[config.mk]
export PLATFORM = sky130hd
export DESIGN_NAME = reversing_motor_relay_controller
export DESIGN_NICKNAME = d
export VERILOG_FILES = /design/src/hw/rtl/rmrc_pkg.sv /design/src/hw/rtl/reversing_motor_relay_controller.sv
export SDC_FILE = /design/constraint.sdc
export NUM_CORES = 1
export LEC_CHECK = 0
export BUFFER_PORTS_ARGS = -buffer_cell sky130_fd_sc_hd__buf_2
export CORE_ASPECT_RATIO = 1.5
export CORE_MARGIN = 2
export CORE_UTILIZATION = 60
export CTS_BUF_LIST = sky130_fd_sc_hd__clkbuf_2
export CTS_CLUSTER_DIAMETER = 30
export DETAILED_ROUTE_END_ITERATION = 10
export PLACE_DENSITY = 0.78
export SLEW_MARGIN = 0
export SYNTH_ARGS = -nofsm -noshare
export SYNTH_HDL_FRONTEND = slang
export SYNTH_SLANG_ARGS = --single-unit
[constraint.sdc]
create_clock -name clk -period 6.28 [get_ports clk]
set_clock_uncertainty 0.15 [all_clocks]
set_input_delay 0.314 -clock clk [delete_from_list [all_inputs] [get_ports clk]]
set_output_delay 0.314 -clock clk [all_outputs]
set_load 0.01 [all_outputs]
[src/hw/rtl/rmrc_pkg.sv]
// Package: codes, widths and register defaults for the reversing motor relay controller.
package rmrc_pkg;

	localparam int MODE_W = 3;
	localparam int CD_W   = 10;
	localparam int CFG_W  = 16;
	localparam int IDX_W  = 3;

	typedef logic [MODE_W-1:0] mode_t;
	typedef logic [1:0]        req_t;
	typedef logic [1:0]        cmd_t;

	localparam mode_t MODE_STOP        = 3'd0;
	localparam mode_t MODE_OPEN        = 3'd1;
	localparam mode_t MODE_CLOSE       = 3'd2;
	localparam mode_t MODE_PAUSE_OPEN  = 3'd3;
	localparam mode_t MODE_PAUSE_CLOSE = 3'd4;

	localparam req_t REQ_KEY    = 2'd0;
	localparam req_t REQ_RELAY  = 2'd1;
	localparam req_t REQ_REMOTE = 2'd2;

	localparam cmd_t CMD_OPEN  = 2'd0;
	localparam cmd_t CMD_STOP  = 2'd1;
	localparam cmd_t CMD_CLOSE = 2'd2;

	localparam logic [IDX_W-1:0] REG_PRESS   = 3'd0;
	localparam logic [IDX_W-1:0] REG_LONG    = 3'd1;
	localparam logic [IDX_W-1:0] REG_RESTART = 3'd2;
	localparam logic [IDX_W-1:0] REG_PAUSE   = 3'd3;
	localparam logic [IDX_W-1:0] REG_RUN     = 3'd4;

	localparam logic [15:0]     PRESS_RST   = 16'd2;
	localparam logic [15:0]     LONG_RST    = 16'd750;
	localparam logic [15:0]     RESTART_RST = 16'd1500;
	localparam logic [CD_W-1:0] PAUSE_RST   = 10'd5;
	localparam logic [CD_W-1:0] RUN_RST     = 10'd600;

	function automatic mode_t apply_cmd(mode_t mode, cmd_t cmd);
		mode_t r;
		r = mode;
		case (cmd)
			CMD_OPEN: begin
				if (mode == MODE_STOP || mode == MODE_PAUSE_CLOSE)
					r = MODE_OPEN;
				else if (mode == MODE_CLOSE)
					r = MODE_PAUSE_OPEN;
			end
			CMD_STOP: r = MODE_STOP;
			CMD_CLOSE: begin
				if (mode == MODE_STOP || mode == MODE_PAUSE_OPEN)
					r = MODE_CLOSE;
				else if (mode == MODE_OPEN)
					r = MODE_PAUSE_CLOSE;
			end
			default: r = mode;
		endcase
		return r;
	endfunction

endpackage

[src/hw/rtl/reversing_motor_relay_controller.sv]
// Top level: reversing motor relay controller, key hold counters and relay sequencing.
//
// channel  | handshake          | payload
// ---------+--------------------+-------------------------------------------------
// s_*      | s_tvalid/s_tready  | tuser req_type, tdata key_levels, remote_cmd
// m_*      | m_tvalid/m_tready  | tdata mode, relays, flash, requests, report
// cfg_*    | cfg_we             | cfg_index, cfg_data
//
// Each word passes an input register and a result register, with a single pass of logic
// between them; one word per cycle is sustained while the result is not stalled.
// After reset the motor is stopped, all counters are zero, the registers hold defaults.
// A stalled result holds the output register; the input stage keeps taking words
// while the result register can advance.
module reversing_motor_relay_controller #(
	parameter int HOLD_BITS = 16
) (
	input  logic                       clk,
	input  logic                       arst_n,
	input  logic                       s_tvalid,
	output logic                       s_tready,
	input  logic [7:0]                 s_tdata,   // key_levels[2:0], remote_cmd[4:3]
	input  rmrc_pkg::req_t             s_tuser,   // req_type[1:0]
	output logic                       m_tvalid,
	input  logic                       m_tready,
	output logic [15:0]                m_tdata,   // motor_mode[2:0], relay_open[3],
	                                              // relay_close[4], flash_leds[5],
	                                              // reset_request[6], restart_request[7],
	                                              // state_report[8]
	input  logic                       cfg_we,
	input  logic [rmrc_pkg::IDX_W-1:0] cfg_index,
	input  logic [rmrc_pkg::CFG_W-1:0] cfg_data
);
	import rmrc_pkg::*;

	localparam int CMP_W = (HOLD_BITS > 16) ? HOLD_BITS : 16;
	localparam logic [HOLD_BITS-1:0] HOLD_MAX = {HOLD_BITS{1'b1}};

	logic [15:0]     press_q, long_q, restart_q;
	logic [CD_W-1:0] pause_q, run_q;

	mode_t                mode_now_q, mode_seen_q;
	logic [CD_W-1:0]      countdown_q;
	logic [HOLD_BITS-1:0] hold_q [3];
	logic                 flash_q;

	logic       valid_s1;
	req_t       req_s1;
	logic [2:0] levels_s1;
	cmd_t       cmd_s1;

	logic       valid_s2;
	logic [8:0] result_s2;

	logic advance, fire_s1;

	mode_t                mode_nx, mode_seen_nx, mode_k;
	logic [CD_W-1:0]      cd_nx, cd_ld;
	logic [HOLD_BITS-1:0] hold_nx [3];
	logic [CMP_W-1:0]     hold_x [3];
	logic                 flash_nx, reset_req, restart_req, report;

	assign advance  = !valid_s2 || m_tready;
	assign s_tready = !valid_s1 || advance;
	assign fire_s1  = valid_s1 && advance;
	assign m_tvalid = valid_s2;
	assign m_tdata  = {7'd0, result_s2};

	always_comb begin
		mode_nx      = mode_now_q;
		mode_seen_nx = mode_seen_q;
		cd_nx        = countdown_q;
		cd_ld        = countdown_q;
		flash_nx     = flash_q;
		reset_req    = 1'b0;
		restart_req  = 1'b0;
		report       = 1'b0;
		mode_k       = mode_now_q;
		for (int i = 0; i < 3; i++) begin
			hold_nx[i] = hold_q[i];
		end
		case (req_s1)
			REQ_KEY: begin
				for (int i = 0; i < 3; i++) begin
					if (!levels_s1[i]) begin
						if (hold_q[i] != HOLD_MAX)
							hold_nx[i] = hold_q[i] + 1'b1;
					end else begin
						if (CMP_W'(hold_q[i]) >= CMP_W'(long_q))
							reset_req = 1'b1;
						hold_nx[i] = '0;
					end
				end
				for (int i = 0; i < 3; i++) begin
					hold_x[i] = CMP_W'(hold_nx[i]);
				end
				if (hold_x[0] == CMP_W'(press_q))
					mode_k = apply_cmd(mode_now_q, CMD_OPEN);
				else if (hold_x[1] == CMP_W'(press_q))
					mode_k = apply_cmd(mode_now_q, CMD_STOP);
				else if (hold_x[2] == CMP_W'(press_q))
					mode_k = apply_cmd(mode_now_q, CMD_CLOSE);
				mode_nx     = mode_k;
				flash_nx    = hold_x[0] > CMP_W'(long_q) || hold_x[1] > CMP_W'(long_q)
				              || hold_x[2] > CMP_W'(long_q);
				restart_req = hold_x[0] > CMP_W'(restart_q) && hold_x[1] > CMP_W'(restart_q)
				              && hold_x[2] > CMP_W'(restart_q);
			end
			REQ_RELAY: begin
				if (mode_seen_q != mode_now_q) begin
					mode_seen_nx = mode_now_q;
					report       = 1'b1;
					if (mode_now_q == MODE_OPEN || mode_now_q == MODE_CLOSE)
						cd_ld = run_q;
					else
						cd_ld = pause_q;
				end
				cd_nx = cd_ld;
				if (cd_ld != '0) begin
					cd_nx = cd_ld - 1'b1;
					if (cd_ld == CD_W'(1)) begin
						if (mode_now_q == MODE_PAUSE_CLOSE)
							mode_nx = MODE_CLOSE;
						else if (mode_now_q == MODE_PAUSE_OPEN)
							mode_nx = MODE_OPEN;
						else
							mode_nx = MODE_STOP;
					end
				end
			end
			REQ_REMOTE: mode_nx = apply_cmd(mode_now_q, cmd_s1);
			default: ;
		endcase
		if (req_s1 != REQ_KEY) begin
			for (int i = 0; i < 3; i++) begin
				hold_x[i] = CMP_W'(hold_q[i]);
			end
		end
	end

	always_ff @(posedge clk or negedge arst_n) begin
		if (!arst_n) begin
			press_q   <= PRESS_RST;
			long_q    <= LONG_RST;
			restart_q <= RESTART_RST;
			pause_q   <= PAUSE_RST;
			run_q     <= RUN_RST;
		end else if (cfg_we) begin
			unique case (cfg_index)
				REG_PRESS:   press_q   <= cfg_data;
				REG_LONG:    long_q    <= cfg_data;
				REG_RESTART: restart_q <= cfg_data;
				REG_PAUSE:   pause_q   <= cfg_data[CD_W-1:0];
				REG_RUN:     run_q     <= cfg_data[CD_W-1:0];
				default: ;
			endcase
		end
	end

	always_ff @(posedge clk or negedge arst_n) begin
		if (!arst_n) begin
			mode_now_q  <= MODE_STOP;
			mode_seen_q <= MODE_STOP;
			countdown_q <= '0;
			flash_q     <= 1'b0;
			for (int i = 0; i < 3; i++) begin
				hold_q[i] <= '0;
			end
		end else if (fire_s1) begin
			mode_now_q  <= mode_nx;
			mode_seen_q <= mode_seen_nx;
			countdown_q <= cd_nx;
			flash_q     <= flash_nx;
			for (int i = 0; i < 3; i++) begin
				hold_q[i] <= hold_nx[i];
			end
		end
	end

	always_ff @(posedge clk or negedge arst_n) begin
		if (!arst_n) begin
			valid_s1 <= 1'b0;
			valid_s2 <= 1'b0;
		end else begin
			if (s_tready)
				valid_s1 <= s_tvalid;
			if (advance)
				valid_s2 <= valid_s1;
		end
	end

	always_ff @(posedge clk) begin
		if (s_tvalid && s_tready) begin
			req_s1    <= s_tuser;
			levels_s1 <= s_tdata[2:0];
			cmd_s1    <= s_tdata[4:3];
		end
		if (fire_s1)
			result_s2 <= {report, restart_req, reset_req, flash_nx,
			              mode_nx == MODE_CLOSE, mode_nx == MODE_OPEN, mode_nx};
	end

	a_relay_excl: assert property (@(posedge clk) disable iff (!arst_n)
		m_tvalid |-> !(m_tdata[3] && m_tdata[4]))
		else $error("both relays driven");

	a_mode_range: assert property (@(posedge clk) disable iff (!arst_n)
		mode_now_q <= MODE_PAUSE_CLOSE)
		else $error("motor mode out of range");

	a_key_pulses: assert property (@(posedge clk) disable iff (!arst_n)
		(fire_s1 && req_s1 != REQ_KEY) |=> !m_tdata[6] && !m_tdata[7])
		else $error("key request outside key tick");

	a_report_relay: assert property (@(posedge clk) disable iff (!arst_n)
		(fire_s1 && req_s1 != REQ_RELAY) |=> !m_tdata[8])
		else $error("state report outside relay tick");

endmodule
==> flow_results.xml <==
<?xml version="1.0" encoding="UTF-8"?>
<metrics>
  <group name="status">
    <metric name="outcome" unit="">finished, final reports clean</metric>
  </group>
  <group name="drt">
    <metric name="drt_iter0_markers" unit="">883</metric>
    <metric name="post_drt_via_cell_ratio" unit="">6.75</metric>
    <metric name="wl_per_cell" unit="um">23.1</metric>
    <metric name="drtPass1Iterations" unit="">6</metric>
    <metric name="drt_drc_violations_left" unit="">0</metric>
    <metric name="drt_wl_total" unit="um">40300</metric>
    <metric name="detailroute.via_count" unit="">11800</metric>
    <metric name="ant_nets" unit="">0</metric>
  </group>
  <group name="sta">
    <metric name="worst_slew_margin_rel" unit="">0.319</metric>
    <metric name="finalSetupTns" unit="ns">0</metric>
    <metric name="timing.final.crit_share" unit="">0.804</metric>
    <metric name="final.setup.worst_slack" unit="ns">1.23</metric>
    <metric name="setup_repair_after_global_routing_missed_its_margin" unit="">false</metric>
    <metric name="fmax" unit="MHz">198</metric>
    <metric name="finalSetupViolCount" unit="">0</metric>
    <metric name="max_slew.worst_pin.slew" unit="ns">1.02</metric>
    <metric name="final_max_slew_viol_count" unit="">0</metric>
    <metric name="finalHoldViolCount" unit="">0</metric>
    <metric name="timing.final.crit_period" unit="ns">5.05</metric>
  </group>
  <group name="critical_path">
    <metric name="regToRegSetupSlack" unit="ns">1.23</metric>
    <metric name="crit_path_end_kind" unit="">register</metric>
    <metric name="worst_path_class_setup" unit="">reg -&gt; reg</metric>
    <metric name="crit_path_max_fanout" unit="">8</metric>
    <metric name="critical_path.startpoint_type" unit="">register</metric>
    <metric name="timing.critical_path.arrival" unit="ns">5.47</metric>
    <metric name="worst_ep_required_time" unit="ns">6.70</metric>
  </group>
  <group name="clocking">
    <metric name="tritoncts.num_buffers" unit="">17</metric>
    <metric name="cts_tree" unit="">built</metric>
    <metric name="post_cts_resized" unit="">0</metric>
    <metric name="clock_pin_transition_on_the_worst_setup_and_hold_timing_paths" unit="ns">0.24</metric>
    <metric name="clk_path_buf_depth" unit="">2</metric>
    <metric name="clock_tree.root_cell" unit="">sky130_fd_sc_hd__clkbuf_2</metric>
    <metric name="clock_sink_count" unit="">151</metric>
    <metric name="clk-insertion-delay-late" unit="ns">0.85</metric>
    <metric name="cts-htree-levels" unit="">4</metric>
  </group>
  <group name="die">
    <metric name="initial_util" unit="">0.611</metric>
    <metric name="die_h" unit="um">183</metric>
    <metric name="die_x" unit="um">123</metric>
    <metric name="design.portCount" unit="">52</metric>
    <metric name="placement_rows" unit="">65</metric>
    <metric name="core_area" unit="sq um">21000</metric>
    <metric name="design.die.area" unit="sq um">22600</metric>
  </group>
  <group name="place">
    <metric name="gpl.final_weighted_congestion" unit="">0.979</metric>
    <metric name="place_inst" unit="">1671</metric>
    <metric name="placed_area" unit="sq um">13200</metric>
    <metric name="hpwl" unit="um">29300</metric>
    <metric name="io_buffers" unit="">41</metric>
    <metric name="dp_slack" unit="ns">1.33</metric>
  </group>
  <group name="global_routing">
    <metric name="grt_usage" unit="">0.366</metric>
    <metric name="via_count_of_the_first_global_routing_pass" unit="">11300</metric>
    <metric name="grt_start_max_net_pins" unit="">71</metric>
    <metric name="overflow" unit="">0</metric>
    <metric name="grt_antenna_before_repair" unit="">1</metric>
    <metric name="grt_pass1_wl" unit="um">62200</metric>
  </group>
  <group name="logic_synthesis">
    <metric name="synth_top_cell_area_share" unit="">0.223</metric>
    <metric name="synthesis.yosys.warnings" unit="">0</metric>
    <metric name="synth_largest_area_cell" unit="">sky130_fd_sc_hd__dfrtp_1</metric>
    <metric name="synth_seq_area_share" unit="">0.303</metric>
    <metric name="synth-async-reset-ratio" unit="">0.894</metric>
    <metric name="synth_enable_flop_cells" unit="">16</metric>
    <metric name="ys_dominant_reg_cell" unit="">sky130_fd_sc_hd__dfrtp_1</metric>
    <metric name="ys_ff_latch" unit="">151</metric>
    <metric name="netlist-cell-type-count" unit="">92</metric>
    <metric name="synth.top_cells.by_area" unit="">sky130_fd_sc_hd__dfrtp_1 (22%), sky130_fd_sc_hd__ha_1 (15%), sky130_fd_sc_hd__mux2_2 (6.2%)</metric>
    <metric name="post-synth-top-count-cell" unit="">sky130_fd_sc_hd__ha_1</metric>
    <metric name="synth_area" unit="sq um">12800</metric>
    <metric name="synth.cells.most_frequent" unit="">sky130_fd_sc_hd__ha_1 (150), sky130_fd_sc_hd__o21ai_0 (118), sky130_fd_sc_hd__dfrtp_1 (114)</metric>
    <metric name="post_synth_inst_count" unit="">1426</metric>
    <metric name="syn_avg_cell_area" unit="sq um">8.98</metric>
  </group>
  <group name="finish">
    <metric name="areaGrowthSynthToFinish" unit="%">7.80</metric>
    <metric name="finalNonFillerCells" unit="">1747</metric>
    <metric name="final_cell_area" unit="sq um">13800</metric>
    <metric name="post_route_cells_drive_above_1_share" unit="">0.144</metric>
    <metric name="fin_nets" unit="">1648</metric>
  </group>
  <group name="min_path">
    <metric name="hold_path_class" unit="">in -&gt; reg</metric>
  </group>
  <group name="power">
    <metric name="worst_ir_drop_vdd" unit="uV">132</metric>
    <metric name="power.static_leakage" unit="nW">6.15</metric>
    <metric name="p_per_area" unit="nW/um^2">264</metric>
  </group>
  <group name="flow_run">
    <metric name="number_of_maximum_capacitance_violations" unit="">0</metric>
  </group>
</metrics>
-- logic make-up after synthesis --
kind of cell / share of synthesized area
AND/OR/NAND/NOR: 0.206
XOR/XNOR: 0.0232
other: 0.000293
flip-flops: 0.303
buffers and inverters: 0.0470
multiplexers: 0.0776
adder cells (fa/ha/maj): 0.146
AO/OA/AOI/OAI: 0.196
-- worst max-delay path: stages, from the launching register on --
cell and delay [ns]:
sky130_fd_sc_hd__dfrtp_1 0.54, sky130_fd_sc_hd__ha_1 0.28, sky130_fd_sc_hd__and4_1 0.27, sky130_fd_sc_hd__and4_1 0.30, sky130_fd_sc_hd__or4_1 0.49, sky130_fd_sc_hd__a21oi_1 0.39
sky130_fd_sc_hd__ha_1 0.33, sky130_fd_sc_hd__a21o_1 0.18, sky130_fd_sc_hd__a21o_1 0.17, sky130_fd_sc_hd__a21oi_1 0.14, sky130_fd_sc_hd__nor2_1 0.05, sky130_fd_sc_hd__a211oi_1 0.35
sky130_fd_sc_hd__o21ai_0 0.15, sky130_fd_sc_hd__o41ai_1 0.09, sky130_fd_sc_hd__a31oi_1 0.11, sky130_fd_sc_hd__a2111oi_0 0.67, sky130_fd_sc_hd__a21oi_1 0.14
-- report_power, final --
group | total, mW | internal, mW | switching [mW]
Sequential | 1.42 | 1.18 | 0.234
Clock | 0.534 | 0.117 | 0.418
Combinational | 1.69 | 0.686 | 1.01
-- what timing repair did --
action | CTS | global route
hold buffers | 42 | 0
setup buffers | 0 | 0
hold endpoints to repair | 149 | 0
-- sequential cells by signal, indices dropped and copies added (netlist names), 2 cells and up --
register	cells
hold_q	48
long_q	16
press_q	16
restart_q	16
countdown_q	10
pause_q	10
run_q	10
result_s2	9
levels_s1	3
mode_now_q	3
mode_seen_q	3
cmd_s1	2
req_s1	2
-- metrics by stage --
step,utilization,hold slack (ns),total power [mW]
6_report,0.658,0.0471,3.64
5_1_grt,0.658,0.0299,3.89
4_1_cts,0.658,0.0220,3.62
3_5_place_dp,0.627,0.213,3.06
3_3_place_gp,0.627,0.210,2.99
2_1_floorplan,-,-0.132,2.56
-- routing by layer --
| metal | share of wire | GRT usage | up-vias |
|---|---|---|---|
| met1 | 0.38 | 0.425 | 5657 |
| met4 | 0.080 | 0.263 | 0 |
| li1 | - | - | 5427 |
| met2 | 0.48 | 0.608 | 534 |
| met3 | 0.065 | 0.0501 | 171 |
| met5 | 0 | 0 | - |
-- path summary, 6_finish.rpt --
check | to | depth (start not counted) | from
min | cmd_s1[1] | 2 | s_tdata[4]
min in group asynchronous | pause_q[2] | 3 | arst_n
min reg2reg | countdown_q[2] | 1 | countdown_q[2]
max | result_s2[5] | 16 | hold_q[33]
max in group asynchronous | restart_q[14] | 4 | arst_n
max reg2reg | result_s2[5] | 16 | hold_q[33]
-- cell usage in the layout, fill, tap and decap left out, types with 19 or more instances in the layout --
master	netlist	routed
sky130_fd_sc_hd__o31ai_1	20	20
sky130_fd_sc_hd__nor2b_1	26	26
sky130_fd_sc_hd__nor3_1	28	28
sky130_fd_sc_hd__xnor2_1	24	24
sky130_fd_sc_hd__nand2_1	113	112
sky130_fd_sc_hd__dfrtp_1	114	114
sky130_fd_sc_hd__a21oi_1	65	65
sky130_fd_sc_hd__o21a_1	28	28
sky130_fd_sc_hd__dlygate4sd3_1	0	41
sky130_fd_sc_hd__buf_2	16	40
sky130_fd_sc_hd__nand3_1	38	38
sky130_fd_sc_hd__nand4_1	48	48
sky130_fd_sc_hd__nor2_1	67	67
sky130_fd_sc_hd__mux2_2	71	71
sky130_fd_sc_hd__dfstp_2	21	21
sky130_fd_sc_hd__ha_1	150	150
sky130_fd_sc_hd__a21o_1	37	37
sky130_fd_sc_hd__inv_1	59	59
sky130_fd_sc_hd__o21ai_0	118	118
sky130_fd_sc_hd__nor4_1	19	19
sky130_fd_sc_hd__nand2b_1	25	25
-- final cells by class --
class                      instances  area [sq um]
timing repair buffer              99           769
clock buffer                      18          90.1
inverter                          60           225
multi-input combinational       1135          8390
fill                            1749          7170
sequential                       151          3880
antenna                            2          5.00
tap                              268           335
clock inverter                    14           115
Note: power is estimated with default switching activity, not from simulation.
